File: src/rtl/multilevel_round_robin_scheduler_defines.svh
// assertion macros shared by the scheduler
`ifndef MULTILEVEL_ROUND_ROBIN_SCHEDULER_DEFINES_SVH
`define MULTILEVEL_ROUND_ROBIN_SCHEDULER_DEFINES_SVH

// condition and consequence in the same cycle
`define MLRR_ASSERT_NOW(lbl, ante, cons, msg) \
	lbl: assert property (@(posedge clk) disable iff (!arst_n) (ante) |-> (cons)) \
		else $error(msg);

// consequence in the cycle after the condition
`define MLRR_ASSERT_NEXT(lbl, ante, cons, msg) \
	lbl: assert property (@(posedge clk) disable iff (!arst_n) (ante) |=> (cons)) \
		else $error(msg);

`endif

File: src/rtl/mlrr_pkg.sv
package mlrr_pkg;

	localparam int NUM_TASKS   = 16;
	localparam int NUM_LEVELS  = 4;
	localparam int TASK_W      = $clog2(NUM_TASKS);
	localparam int LVL_W       = (NUM_LEVELS > 1) ? $clog2(NUM_LEVELS) : 1;
	localparam int CNT_W       = $clog2(NUM_TASKS + 1);
	localparam int MEM_AW      = LVL_W + TASK_W;
	localparam int MEM_DEPTH   = 2 ** MEM_AW;
	localparam int QUOTA_W     = 3;
	localparam int QUOTA_RESET = 3;
	localparam int CMD_W       = 3;
	localparam int ID_W        = 4;
	localparam int LEVEL_FW    = 5;
	localparam int PICK_W      = 5;
	localparam int STATUS_W    = 3;
	localparam int IN_W        = 16;
	localparam int OUT_W       = 16;

	typedef enum logic [CMD_W-1:0] {
		CMD_CREATE = 3'd0,
		CMD_RESET  = 3'd1,
		CMD_RUN    = 3'd2,
		CMD_SLEEP  = 3'd3,
		CMD_WAKE   = 3'd4,
		CMD_PICK   = 3'd5,
		CMD_ENTER  = 3'd6,
		CMD_RETURN = 3'd7
	} cmd_t;

	typedef enum logic [STATUS_W-1:0] {
		ST_OK         = 3'd0,
		ST_IGNORED    = 3'd1,
		ST_TABLE_FULL = 3'd2,
		ST_QUEUE_FULL = 3'd3,
		ST_NONE       = 3'd4
	} status_t;

	// controller to datapath
	typedef struct packed {
		logic    latch_item;
		logic    create;
		logic    reset_task;
		logic    set_status;
		status_t status;
		logic    pick_hit;
		logic    set_active;
		logic    clr_active;
		logic    clr_active_tgt;
		logic    run_level;
		logic    add;
		logic    choose;
		logic    pick_sel;
		logic    pick_take;
		logic    rm_start;
		logic    rm_cmp;
		logic    rm_shift;
		logic    out_load;
	} dp_cmd_t;

	// datapath to controller
	typedef struct packed {
		cmd_t cmd;
		logic known;
		logic table_full;
		logic tgt_runnable;
		logic tgt_entry;
		logic run_moves;
		logic add_full;
		logic active_none;
		logic pick_none;
		logic rd_ok;
		logic rd_entry;
		logic rm_empty;
		logic rm_match;
		logic rm_more;
		logic out_free;
	} dp_stat_t;

endpackage

File: src/rtl/mlrr_ram.sv
module mlrr_ram #(
	parameter int WIDTH = 4,
	parameter int DEPTH = 64
) (
	input  logic                     clk,
	input  logic                     we,
	input  logic [$clog2(DEPTH)-1:0] waddr,
	input  logic [WIDTH-1:0]         wdata,
	input  logic [$clog2(DEPTH)-1:0] raddr,
	output logic [WIDTH-1:0]         rdata
);

	logic [WIDTH-1:0] mem_q [DEPTH];

	// one write port, registered read
	always_ff @(posedge clk) begin
		if (we) begin
			mem_q[waddr] <= wdata;
		end
		rdata <= mem_q[raddr];
	end

endmodule

File: src/rtl/mlrr_ctrl.sv
module mlrr_ctrl
	import mlrr_pkg::*;
(
	input  logic     clk,
	input  logic     arst_n,
	input  logic     in_valid,
	output logic     in_ready,
	input  dp_stat_t stat,
	output dp_cmd_t  cmd
);

	typedef enum logic [12:0] {
		S_IDLE     = 13'b0000000000001,
		S_DECODE   = 13'b0000000000010,
		S_RESET2   = 13'b0000000000100,
		S_RUN      = 13'b0000000001000,
		S_RUN2     = 13'b0000000010000,
		S_ADD      = 13'b0000000100000,
		S_CHOOSE   = 13'b0000001000000,
		S_PICK     = 13'b0000010000000,
		S_PICKRD   = 13'b0000100000000,
		S_RM_START = 13'b0001000000000,
		S_RM_CMP   = 13'b0010000000000,
		S_RM_SHW   = 13'b0100000000000,
		S_FIN      = 13'b1000000000000
	} state_t;

	state_t state_q, state_d;
	state_t ret_q, ret_d;

	always_ff @(posedge clk or negedge arst_n) begin
		if (!arst_n) begin
			state_q <= S_IDLE;
			ret_q   <= S_IDLE;
		end else begin
			state_q <= state_d;
			ret_q   <= ret_d;
		end
	end

	assign in_ready = (state_q == S_IDLE);

	// next state and datapath commands
	always_comb begin
		state_d = state_q;
		ret_d   = ret_q;
		cmd     = '0;
		cmd.status = ST_OK;
		unique case (state_q)
			S_IDLE: begin
				if (in_valid) begin
					cmd.latch_item = 1'b1;
					state_d        = S_DECODE;
				end
			end
			S_DECODE: begin
				unique case (stat.cmd)
					CMD_CREATE: begin
						if (stat.table_full) begin
							cmd.set_status = 1'b1;
							cmd.status     = ST_TABLE_FULL;
							state_d        = S_FIN;
						end else begin
							cmd.create = 1'b1;
							state_d    = S_RUN;
						end
					end
					CMD_RESET: begin
						if (!stat.known) begin
							cmd.set_status = 1'b1;
							cmd.status     = ST_IGNORED;
							state_d        = S_FIN;
						end else if (stat.tgt_runnable) begin
							ret_d   = S_RESET2;
							state_d = S_RM_START;
						end else begin
							state_d = S_RESET2;
						end
					end
					CMD_RUN: begin
						if (!stat.known) begin
							cmd.set_status = 1'b1;
							cmd.status     = ST_IGNORED;
							state_d        = S_FIN;
						end else begin
							state_d = S_RUN;
						end
					end
					CMD_SLEEP: begin
						if (!stat.known || !stat.tgt_runnable) begin
							cmd.set_status = 1'b1;
							cmd.status     = ST_IGNORED;
							state_d        = S_FIN;
						end else begin
							cmd.clr_active_tgt = 1'b1;
							ret_d              = S_CHOOSE;
							state_d            = S_RM_START;
						end
					end
					CMD_WAKE: begin
						if (!stat.known || stat.tgt_runnable) begin
							cmd.set_status = 1'b1;
							cmd.status     = ST_IGNORED;
							state_d        = S_FIN;
						end else begin
							state_d = S_ADD;
						end
					end
					CMD_PICK: begin
						state_d = S_PICK;
					end
					CMD_ENTER: begin
						if (!stat.known || !stat.tgt_runnable) begin
							cmd.set_status = 1'b1;
							cmd.status     = ST_IGNORED;
							state_d        = S_FIN;
						end else if (!stat.tgt_entry) begin
							cmd.set_status = 1'b1;
							cmd.status     = ST_IGNORED;
							ret_d          = S_FIN;
							state_d        = S_RM_START;
						end else begin
							cmd.set_active = 1'b1;
							state_d        = S_FIN;
						end
					end
					CMD_RETURN: begin
						if (stat.active_none) begin
							cmd.set_status = 1'b1;
							cmd.status     = ST_IGNORED;
						end else begin
							cmd.clr_active = 1'b1;
						end
						state_d = S_FIN;
					end
					default: state_d = S_FIN;
				endcase
			end
			S_RESET2: begin
				cmd.reset_task = 1'b1;
				state_d        = S_RUN;
			end
			// leave the old queue first when the level changes
			S_RUN: begin
				if (stat.run_moves) begin
					ret_d   = S_RUN2;
					state_d = S_RM_START;
				end else begin
					state_d = S_RUN2;
				end
			end
			S_RUN2: begin
				cmd.run_level = 1'b1;
				state_d       = stat.tgt_runnable ? S_CHOOSE : S_ADD;
			end
			S_ADD: begin
				if (stat.add_full) begin
					cmd.set_status = 1'b1;
					cmd.status     = ST_QUEUE_FULL;
				end else begin
					cmd.add = 1'b1;
				end
				state_d = S_CHOOSE;
			end
			S_CHOOSE: begin
				cmd.choose = 1'b1;
				state_d    = S_FIN;
			end
			S_PICK: begin
				if (stat.pick_none) begin
					cmd.set_status = 1'b1;
					cmd.status     = ST_NONE;
					state_d        = S_FIN;
				end else begin
					cmd.pick_sel = 1'b1;
					state_d      = S_PICKRD;
				end
			end
			// queue entry is back from memory
			S_PICKRD: begin
				cmd.pick_take = 1'b1;
				if (!stat.rd_ok) begin
					cmd.set_status = 1'b1;
					cmd.status     = ST_NONE;
					state_d        = S_FIN;
				end else if (!stat.rd_entry) begin
					cmd.set_status = 1'b1;
					cmd.status     = ST_NONE;
					ret_d          = S_FIN;
					state_d        = S_RM_START;
				end else begin
					cmd.pick_hit = 1'b1;
					state_d      = S_FIN;
				end
			end
			// removal: search the queue, then close the gap
			S_RM_START: begin
				cmd.rm_start = 1'b1;
				state_d      = stat.rm_empty ? ret_q : S_RM_CMP;
			end
			S_RM_CMP: begin
				cmd.rm_cmp = 1'b1;
				if (stat.rm_more) begin
					state_d = stat.rm_match ? S_RM_SHW : S_RM_CMP;
				end else begin
					state_d = ret_q;
				end
			end
			S_RM_SHW: begin
				cmd.rm_shift = 1'b1;
				state_d      = stat.rm_more ? S_RM_SHW : ret_q;
			end
			S_FIN: begin
				if (stat.out_free) begin
					cmd.out_load = 1'b1;
					state_d      = S_IDLE;
				end
			end
			default: state_d = S_IDLE;
		endcase
	end

endmodule

File: src/rtl/mlrr_dp.sv
module mlrr_dp
	import mlrr_pkg::*;
(
	input  logic               clk,
	input  logic               arst_n,
	input  logic [IN_W-1:0]    in_data,
	input  logic               cfg_valid,
	output logic               cfg_ready,
	input  logic [QUOTA_W-1:0] cfg_data,
	output logic               out_valid,
	input  logic               out_ready,
	output logic [OUT_W-1:0]   out_data,
	input  dp_cmd_t            cmd,
	output dp_stat_t           stat
);

	// item fields
	cmd_t                cmd_q;
	logic [ID_W-1:0]     tid_q;
	logic [LEVEL_FW-1:0] level_q;
	logic                ev_q;

	// scheduler state
	logic [QUOTA_W-1:0] quota_q;
	logic [CNT_W-1:0]   count_q [NUM_LEVELS];
	logic [TASK_W-1:0]  ptr_q   [NUM_LEVELS];
	logic               runnable_q [NUM_TASKS];
	logic               entry_q    [NUM_TASKS];
	logic [LVL_W-1:0]   lvl_q      [NUM_TASKS];
	logic [CNT_W-1:0]   task_count_q;
	logic [PICK_W-1:0]  active_q;
	logic [LVL_W-1:0]   al_q;
	logic [QUOTA_W-1:0] ql_q;

	// work registers
	logic [TASK_W-1:0]   tgt_q;
	logic [LVL_W-1:0]    rm_lv_q;
	logic [TASK_W-1:0]   idx_q;
	logic [PICK_W-1:0]   picked_q;
	status_t             status_q;
	logic                out_valid_q;
	logic [OUT_W-1:0]    out_data_q;

	// memory
	logic                we;
	logic [MEM_AW-1:0]   waddr, raddr;
	logic [TASK_W-1:0]   wdata, rdata;

	// combinational helpers
	logic [LVL_W-1:0]  run_lv;
	logic [LVL_W-1:0]  tgt_lv;
	logic [LVL_W-1:0]  pick_lv, rot_lv, first_lv;
	logic              cur_ok, rot_found, any_found;
	logic [TASK_W-1:0] pick_p, pick_p1;
	logic [CNT_W-1:0]  pick_cnt;
	logic [CNT_W-1:0]  rm_cnt;
	logic [CNT_W-1:0]  rm_n;
	logic [TASK_W-1:0] rm_p;

	assign cfg_ready = 1'b1;
	assign tgt_lv    = lvl_q[tgt_q];
	assign rm_cnt    = count_q[rm_lv_q];

	// level a run asks for
	always_comb begin
		if (level_q[LEVEL_FW-1]) begin
			run_lv = tgt_lv;
		end else if (int'(level_q) >= NUM_LEVELS) begin
			run_lv = LVL_W'(NUM_LEVELS - 1);
		end else begin
			run_lv = LVL_W'(level_q);
		end
	end

	// level search for pick and for choosing a level
	always_comb begin
		int l;
		cur_ok    = (count_q[al_q] != '0) && (ql_q != '0);
		rot_found = 1'b0;
		rot_lv    = '0;
		any_found = 1'b0;
		first_lv  = '0;
		for (int s = 1; s <= NUM_LEVELS; s++) begin
			l = int'(al_q) + s;
			if (l >= NUM_LEVELS) begin
				l = l - NUM_LEVELS;
			end
			if (!rot_found && count_q[l] != '0) begin
				rot_found = 1'b1;
				rot_lv    = LVL_W'(l);
			end
		end
		for (int k = NUM_LEVELS - 1; k >= 0; k--) begin
			if (count_q[k] != '0) begin
				any_found = 1'b1;
				first_lv  = LVL_W'(k);
			end
		end
		pick_lv  = cur_ok ? al_q : rot_lv;
		pick_cnt = count_q[pick_lv];
		pick_p   = (CNT_W'(ptr_q[pick_lv]) >= pick_cnt) ? '0 : ptr_q[pick_lv];
		pick_p1  = (CNT_W'(pick_p) + 1'b1 >= pick_cnt) ? '0 : TASK_W'(pick_p + 1'b1);
	end

	// pointer after removing the entry at idx_q
	always_comb begin
		rm_n = rm_cnt - 1'b1;
		rm_p = ptr_q[rm_lv_q];
		if (idx_q < rm_p) begin
			rm_p = rm_p - 1'b1;
		end
		if (CNT_W'(rm_p) >= rm_n) begin
			rm_p = '0;
		end
	end

	// memory port selection
	always_comb begin
		we    = 1'b0;
		waddr = {tgt_lv, count_q[tgt_lv][TASK_W-1:0]};
		wdata = tgt_q;
		raddr = {pick_lv, pick_p};
		priority if (cmd.add) begin
			we = 1'b1;
		end else if (cmd.rm_shift) begin
			we    = 1'b1;
			waddr = {rm_lv_q, idx_q};
			wdata = rdata;
			raddr = {rm_lv_q, TASK_W'(idx_q + 2'd2)};
		end else if (cmd.rm_start) begin
			raddr = {tgt_lv, TASK_W'(0)};
		end else if (cmd.rm_cmp) begin
			raddr = {rm_lv_q, TASK_W'(idx_q + 1'b1)};
		end
	end

	mlrr_ram #(
		.WIDTH(TASK_W),
		.DEPTH(MEM_DEPTH)
	) u_queue_ram (
		.clk  (clk),
		.we   (we),
		.waddr(waddr),
		.wdata(wdata),
		.raddr(raddr),
		.rdata(rdata)
	);

	// item and result registers
	always_ff @(posedge clk) begin
		if (cmd.latch_item) begin
			cmd_q    <= cmd_t'(in_data[CMD_W-1:0]);
			tid_q    <= in_data[CMD_W +: ID_W];
			level_q  <= in_data[CMD_W+ID_W +: LEVEL_FW];
			ev_q     <= in_data[CMD_W+ID_W+LEVEL_FW];
			tgt_q    <= TASK_W'(in_data[CMD_W +: ID_W]);
			picked_q <= '1;
			status_q <= ST_OK;
		end
		if (cmd.create) begin
			tgt_q    <= task_count_q[TASK_W-1:0];
			picked_q <= PICK_W'(task_count_q);
		end
		if (cmd.set_status) begin
			status_q <= cmd.status;
		end
		if (cmd.pick_take) begin
			tgt_q <= rdata;
		end
		if (cmd.pick_hit) begin
			picked_q <= PICK_W'(rdata);
		end
		if (cmd.rm_start) begin
			rm_lv_q <= tgt_lv;
			idx_q   <= '0;
		end
		if (cmd.rm_cmp && !(rdata == tgt_q)) begin
			idx_q <= TASK_W'(idx_q + 1'b1);
		end
		if (cmd.rm_shift) begin
			idx_q <= TASK_W'(idx_q + 1'b1);
		end
		if (cmd.out_load) begin
			out_data_q <= OUT_W'({active_q, status_q, picked_q});
		end
	end

	// scheduler state
	always_ff @(posedge clk or negedge arst_n) begin
		if (!arst_n) begin
			quota_q      <= QUOTA_W'(QUOTA_RESET);
			task_count_q <= '0;
			active_q     <= '1;
			al_q         <= '0;
			ql_q         <= QUOTA_W'(QUOTA_RESET);
			out_valid_q  <= 1'b0;
			for (int k = 0; k < NUM_LEVELS; k++) begin
				count_q[k] <= '0;
				ptr_q[k]   <= '0;
			end
			for (int k = 0; k < NUM_TASKS; k++) begin
				runnable_q[k] <= 1'b0;
				entry_q[k]    <= 1'b0;
				lvl_q[k]      <= '0;
			end
		end else begin
			// quota register, zero saturates to one
			if (cfg_valid) begin
				quota_q <= (cfg_data == '0) ? QUOTA_W'(1) : cfg_data;
			end
			if (cmd.create) begin
				task_count_q                          <= task_count_q + 1'b1;
				runnable_q[task_count_q[TASK_W-1:0]] <= 1'b0;
				lvl_q[task_count_q[TASK_W-1:0]]      <= '0;
				entry_q[task_count_q[TASK_W-1:0]]    <= ev_q;
			end
			if (cmd.reset_task) begin
				entry_q[tgt_q]    <= ev_q;
				runnable_q[tgt_q] <= 1'b0;
				lvl_q[tgt_q]      <= '0;
			end
			if (cmd.set_active) begin
				active_q <= PICK_W'(tgt_q);
			end
			if (cmd.clr_active || (cmd.clr_active_tgt && active_q == PICK_W'(tgt_q))) begin
				active_q <= '1;
			end
			if (cmd.run_level) begin
				lvl_q[tgt_q] <= run_lv;
			end
			if (cmd.add) begin
				count_q[tgt_lv]   <= count_q[tgt_lv] + 1'b1;
				runnable_q[tgt_q] <= 1'b1;
			end
			if (cmd.choose) begin
				if (any_found) begin
					al_q <= first_lv;
					ql_q <= (first_lv == '0) ? quota_q : QUOTA_W'(1);
				end else begin
					al_q <= '0;
					ql_q <= quota_q;
				end
			end
			// pick: spend quota or rotate, advance the pointer
			if (cmd.pick_sel) begin
				if (cur_ok) begin
					ql_q <= ql_q - 1'b1;
				end else begin
					al_q <= rot_lv;
					ql_q <= (rot_lv == '0) ? QUOTA_W'(quota_q - 1'b1) : '0;
				end
				ptr_q[pick_lv] <= pick_p1;
			end
			if (cmd.rm_start) begin
				runnable_q[tgt_q] <= 1'b0;
			end
			if (cmd.rm_cmp && rdata == tgt_q) begin
				count_q[rm_lv_q] <= rm_n;
				ptr_q[rm_lv_q]   <= rm_p;
			end
			if (cmd.out_load) begin
				out_valid_q <= 1'b1;
			end else if (out_ready) begin
				out_valid_q <= 1'b0;
			end
		end
	end

	assign out_valid = out_valid_q;
	assign out_data  = out_data_q;

	// status towards the controller
	always_comb begin
		stat              = '0;
		stat.cmd          = cmd_q;
		stat.known        = int'(tid_q) < int'(task_count_q);
		stat.table_full   = int'(task_count_q) >= NUM_TASKS;
		stat.tgt_runnable = runnable_q[tgt_q];
		stat.tgt_entry    = entry_q[tgt_q];
		stat.run_moves    = runnable_q[tgt_q] && (tgt_lv != run_lv);
		stat.add_full     = int'(count_q[tgt_lv]) >= NUM_TASKS;
		stat.active_none  = active_q[PICK_W-1];
		stat.pick_none    = !cur_ok && !rot_found;
		stat.rd_ok        = (CNT_W'(rdata) < task_count_q) && runnable_q[rdata];
		stat.rd_entry     = entry_q[rdata];
		stat.rm_empty     = (count_q[tgt_lv] == '0);
		stat.rm_match     = (rdata == tgt_q);
		stat.rm_more      = (CNT_W'(idx_q) + 1'b1) < rm_cnt;
		stat.out_free     = !out_valid_q || out_ready;
	end

endmodule

File: src/rtl/multilevel_round_robin_scheduler.sv
// Multilevel round-robin task scheduler: one command item in, one result item out. Each command
// runs through a control sequencer over a register datapath and a queue RAM holding one
// round-robin list per level. A reset passes the most states of the commands that remove no
// task. Any command that removes a task from its queue (sleep, a level change, a reset of a
// runnable task, a pick or enter of a task with a null entry) adds a serial search and
// compaction of that queue, one RAM entry per cycle. A new command is accepted while the
// previous result still waits at the output. The quota register may be written at any time
// between items.
module multilevel_round_robin_scheduler
	import mlrr_pkg::*;
(
	input  logic               clk,
	input  logic               arst_n,
	input  logic               s_axis_tvalid,
	output logic               s_axis_tready,
	// cmd[2:0], task_id[6:3], level[11:7], entry_valid[12], zero fill
	input  logic [IN_W-1:0]    s_axis_tdata,
	output logic               m_axis_tvalid,
	input  logic               m_axis_tready,
	// picked_task[4:0], status[7:5], current_task[12:8], zero fill
	output logic [OUT_W-1:0]   m_axis_tdata,
	input  logic               cfg_valid,
	output logic               cfg_ready,
	input  logic [QUOTA_W-1:0] cfg_data
);

	`include "multilevel_round_robin_scheduler_defines.svh"

	dp_cmd_t  dp_cmd;
	dp_stat_t dp_stat;

	mlrr_ctrl u_ctrl (
		.clk     (clk),
		.arst_n  (arst_n),
		.in_valid(s_axis_tvalid),
		.in_ready(s_axis_tready),
		.stat    (dp_stat),
		.cmd     (dp_cmd)
	);

	mlrr_dp u_dp (
		.clk      (clk),
		.arst_n   (arst_n),
		.in_data  (s_axis_tdata),
		.cfg_valid(cfg_valid),
		.cfg_ready(cfg_ready),
		.cfg_data (cfg_data),
		.out_valid(m_axis_tvalid),
		.out_ready(m_axis_tready),
		.out_data (m_axis_tdata),
		.cmd      (dp_cmd),
		.stat     (dp_stat)
	);

	// not ready in the cycle after taking an item
	`MLRR_ASSERT_NEXT(a_busy_after_item, s_axis_tvalid && s_axis_tready, !s_axis_tready, "ready after item")

	// nothing runnable always reports no task
	`MLRR_ASSERT_NOW(a_none_no_task, m_axis_tvalid && m_axis_tdata[7:5] == ST_NONE, m_axis_tdata[4:0] == 5'h1f, "task with none status")

	// status code stays in range
	`MLRR_ASSERT_NOW(a_status_range, m_axis_tvalid, m_axis_tdata[7:5] <= ST_NONE, "bad status code")

endmodule

File: config.mk
export PLATFORM = sky130hd
export DESIGN_NAME = multilevel_round_robin_scheduler
export DESIGN_NICKNAME = d
export VERILOG_FILES = /design/src/rtl/mlrr_pkg.sv /design/src/rtl/mlrr_ram.sv /design/src/rtl/mlrr_ctrl.sv /design/src/rtl/mlrr_dp.sv /design/src/rtl/multilevel_round_robin_scheduler.sv
export VERILOG_INCLUDE_DIRS = /design/src /design/src/rtl
export SDC_FILE = /design/constraint.sdc
export NUM_CORES = 1
export LEC_CHECK = 0
export BUFFER_PORTS_ARGS = -buffer_cell sky130_fd_sc_hd__buf_2
export CORE_AREA = 2 2 225 227
export CTS_BUF_LIST = sky130_fd_sc_hd__clkbuf_16
export DETAILED_ROUTE_END_ITERATION = 6
export DIE_AREA = 0 0 227 229
export PLACE_DENSITY = 0.63
export SLEW_MARGIN = 20
export SYNTH_ARGS = -nofsm -noshare
export SYNTH_HDL_FRONTEND = slang
export SYNTH_SLANG_ARGS = --single-unit
File: constraint.sdc
create_clock -name clk -period 6 [get_ports clk]
set_input_delay 1.2 -clock clk [delete_from_list [all_inputs] [get_ports clk]]
set_output_delay 1.2 -clock clk [all_outputs]
set_load 0.005 [all_outputs]
==> impl_metrics.py <==
metrics = {
    "status": {
        "status": "completed",
    },
    "power_and_ir_drop": {
        "p_sw_mw": 1.788,
        "power_frac_comb_pct": 9.8,
        "p_int_mw": 5.362,
        "pwr-share-seq_pct": 50.1,
        "switching_share_pct": 25.00,
        "vdd_drop_max_mv": 0.2113,
        "clkPwrFrac_pct": 40.1,
        "p_leak_nw": 9.336,
        "power_density_nw_per_um2": 286.2,
        "p_total_mw": 7.150,
    },
    "clocking": {
        "clk_latency_ns": 0.59,
        "cts_tree": "done",
        "clockBufferDepth": 3,
        "clockRootBuffer": "clkbuf_16",
        "cts-buffers-inserted": 48,
        "htree_levels": 2,
        "clkSlewWorstSetupHoldPaths_ns": 0.07,
        "hold_buffers": 0,
        "clock-sinks": 441,
    },
    "global_route": {
        "grt_pass1_wl_mm": 87.26,
        "overflow": 0,
        "antenna_found_initial": 0,
        "grt_max_degree": 89,
        "grt_pass1_vias": 15400,
        "grt_usage_pct": 21.66,
    },
    "floorplanning": {
        "chipWidth_um": 227,
        "die_y_um": 229,
        "row_count": 82,
        "io_pins": 43,
        "die-area_um2": 51980,
        "design.core.area_um2": 49660,
        "start_util_pct": 44.40,
    },
    "logic_synthesis": {
        "syn_avg_cell_area_um2": 11.89,
        "yosysWarnings": 0,
        "ys_types": 78,
        "netlist_instances": 1854,
        "async_flop_share_pct": 31.07,
        "netlist_area_um2": 22050,
        "synth-seq-cells": 441,
        "synth-edff-count": 299,
        "ys_seq_area_share_pct": 56.79,
        "yosys_most_used_dff": "edfxtp_1",
    },
    "timing": {
        "fin_worst_skew_ns": 0.02217,
        "slew-limit-headroom_pct": 29.77,
        "drv_slew": 0,
        "fin_crit_ns": 5.813,
        "tightest_slew_ns": 1.052,
        "tns_ns": 0,
        "final-setup-viol-count": 0,
        "fmax_mhz": 172.0,
        "fin_crit_sh_pct": 96.88,
        "hold_violations": 0,
    },
    "final_layout": {
        "nNetsFinal": 2002,
        "instances_no_fill": 2649,
        "areaGrowthSynthToFinish_pct": 13.31,
        "drive_gt1_share_pct": 15.93,
        "n_fill_cell": 4390,
        "n_antenna_cell": 0,
        "ff_latch_area_um2": 12520,
        "multi_input_area_um2": 9026,
    },
    "setup_path": {
        "cp_max_fo": 6,
        "cp-end-kind": "flop",
        "cp_data_required_time_ns": 6.50,
        "start_kind": "flop",
        "arrival_ns": 6.31,
        "crit_type": "flop to flop",
    },
    "placed_design": {
        "dp_cells": 2558,
        "port_buffers": 35,
        "gp_congestion": 0.9138,
        "dp_hpwl_mm": 38.47,
    },
    "detailed_routing": {
        "drc_errors": 0,
        "drt_iter0_markers": 1541,
        "wirelength_mm": 55.76,
        "antenna_left": 0,
        "post_drt_wl_per_cell_um": 21.05,
        "firstDrtPassIters": 5,
        "vias_per_cell": 5.831,
        "vias": 15450,
    },
    "run": {
        "cap_viol_max_count": 0,
    },
    "hold_path": {
        "min_path_type": "flop to flop",
    },
}
## timing repair
item	in CTS	in global routing
cloned	1	0
pin swaps	1	4
resized for setup	0	18
setup buffers	0	3
endpoints found under the setup margin	4	20
## sequential cells by signal (all words and copies together) (netlist names), 13 cells and up
signal and flops:
u_dp.u_queue_ram.mem_q 256, u_dp.runnable_q 16, u_dp.out_data 13, u_ctrl.state_q 13, u_dp.count_q 20, u_dp.entry_q 16, u_dp.lvl_q 32, u_dp.ptr_q 16
## cells by family (layout without fill, tap and decap cells)
logic type	count (synthesis)	after routing	synth area share, %
DFF	441	441	56.79
and+or+nand+nor	584	585	12.24
adders and majority gates	38	38	2.156
other	2	4	0.03406
buffers and inverters	140	260	2.826
AOI/OAI and AO/OA	361	361	10.52
xor gates and xnor gates	27	27	1.073
muxes	261	261	14.36
## per-layer routing
| layer | global-route usage, % | up-vias | share of wire (%) |
|---|---|---|---|
| li1 | - | 7122 | - |
| met1 | 29.52 | 7585 | 42 |
| met2 | 34.97 | 618 | 47 |
| met3 | 3.425 | 121 | 7.0 |
| met4 | 8.068 | 0 | 3.4 |
| met5 | 0 | - | 0 |
## cells in the mapped netlist (all sizes together), types with 13 or more instances
| library cell | number | area, um2 |
|---|---|---|
| and3 | 13 | 81.33 |
| buf | 37 | 235.2 |
| a21oi | 53 | 265.3 |
| nor2 | 152 | 573.1 |
| mux4 | 42 | 945.9 |
| clkbuf | 54 | 203.9 |
| edfxtp | 299 | 8979 |
| a211oi | 16 | 132.6 |
| inv | 49 | 183.9 |
| o22ai | 57 | 356.6 |
| and2 | 13 | 81.33 |
| mux2 | 23 | 259.0 |
| nand2b | 26 | 162.7 |
| nand3 | 38 | 190.2 |
| dfrtp | 126 | 3153 |
| nand2 | 221 | 829.6 |
| o211ai | 20 | 150.1 |
| nor2b | 22 | 137.6 |
| ha | 38 | 475.5 |
| mux2i | 196 | 1962 |
| o21ai | 110 | 576.8 |
| a31oi | 34 | 212.7 |
| xnor2 | 21 | 183.9 |
| nor3 | 31 | 155.2 |
## layout by cell type, fill, tap and decap left out, types with 12 or more instances in the layout
cell and n:
a31oi_1 33, clkinv_1 12, o22ai_1 57, o21ai_0 104, a21o_1 12, clkbuf_16 49
nor2b_1 21, inv_1 54, nand2b_1 26, ha_1 38, o211ai_1 20, xnor2_1 21
a211oi_1 15, and3_1 13, mux2i_1 196, a21oi_1 52, mux4_2 42, dfrtp_1 126
clkinv_2 14, nand3_1 38, nor3_1 30, edfxtp_1 299, buf_4 84, nor2_1 149
buf_2 34, nand2_1 217, mux2_2 23
## power groups by stage
stage,sequential (mW),clock [mW],combinational [mW]
floorplan,3.59,0,0.483
global placement,3.64,0,0.679
detailed placement,3.64,0,0.697
CTS,3.58,2.91,0.701
global route,3.60,3.04,0.790
finish,3.59,2.87,0.700
## worst paths after layout
path	slack [ns]	endpoint	cells after the start	start
worst max-delay path	0.19	u_dp.ptr_q[3]	25	u_dp.count_q[13]
worst min-delay path	0.42	u_dp.out_data[3]	0	u_dp.picked_q[3]
worst max register to register	0.19	u_dp.ptr_q[3]	25	u_dp.count_q[13]
worst min register to register	0.42	u_dp.out_data[3]	0	u_dp.picked_q[3]
max in group asynchronous	4.06	u_dp.ptr_q[7]	2	arst_n
min in group asynchronous	0.68	u_dp.lvl_q[30]	1	arst_n
## worst max-delay path: stages, from the launching register on
cell,delay [ns]
dfrtp_1,0.46
or4_4,0.55
o211a_1,0.23
or2_1,0.22
or2_4,0.30
o21ai_4,0.24
buf_4,0.18
mux2i_1,0.17
mux2_2,0.18
inv_1,0.04
ha_1,0.29
a21oi_1,0.22
o2111a_1,0.24
a41oi_2,0.07
buf_4,0.22
a211oi_4,0.25
ha_1,0.33
ha_1,0.29
a21boi_0,0.13
o221ai_1,0.18
a21boi_1,0.10
buf_4,0.14
nor4_1,0.26
buf_4,0.20
nand2_1,0.05
a31oi_1,0.17
## cell type report
| cell class | instances | share of cell area, % |
|---|---|---|
| flip-flops and latches | 441 | 50.12 |
| clock inverters | 38 | 1.132 |
| well taps | 672 | 3.365 |
| clock buffers | 49 | 4.908 |
| multi-input cells | 1276 | 36.13 |
| inverters | 49 | 0.7362 |
| repair buffers | 124 | 3.616 |
## per-stage QoR
stage | instance area, um2 | setup WS [ns] | hold slack [ns] | util [%]
after floorplan | 22060 | 0.01491 | 0.4003 | -
after global placement | 23370 | -0.07158 | 0.4009 | 47.07
after detailed placement | 23370 | -0.02902 | 0.4066 | 47.07
after CTS | 24890 | 0.09990 | 0.4229 | 50.12
after global routing | 24980 | -0.006215 | 0.4400 | 50.31
final | 24980 | 0.1875 | 0.4248 | 50.31
No activity file was read; power rests on OpenSTA's default activity.
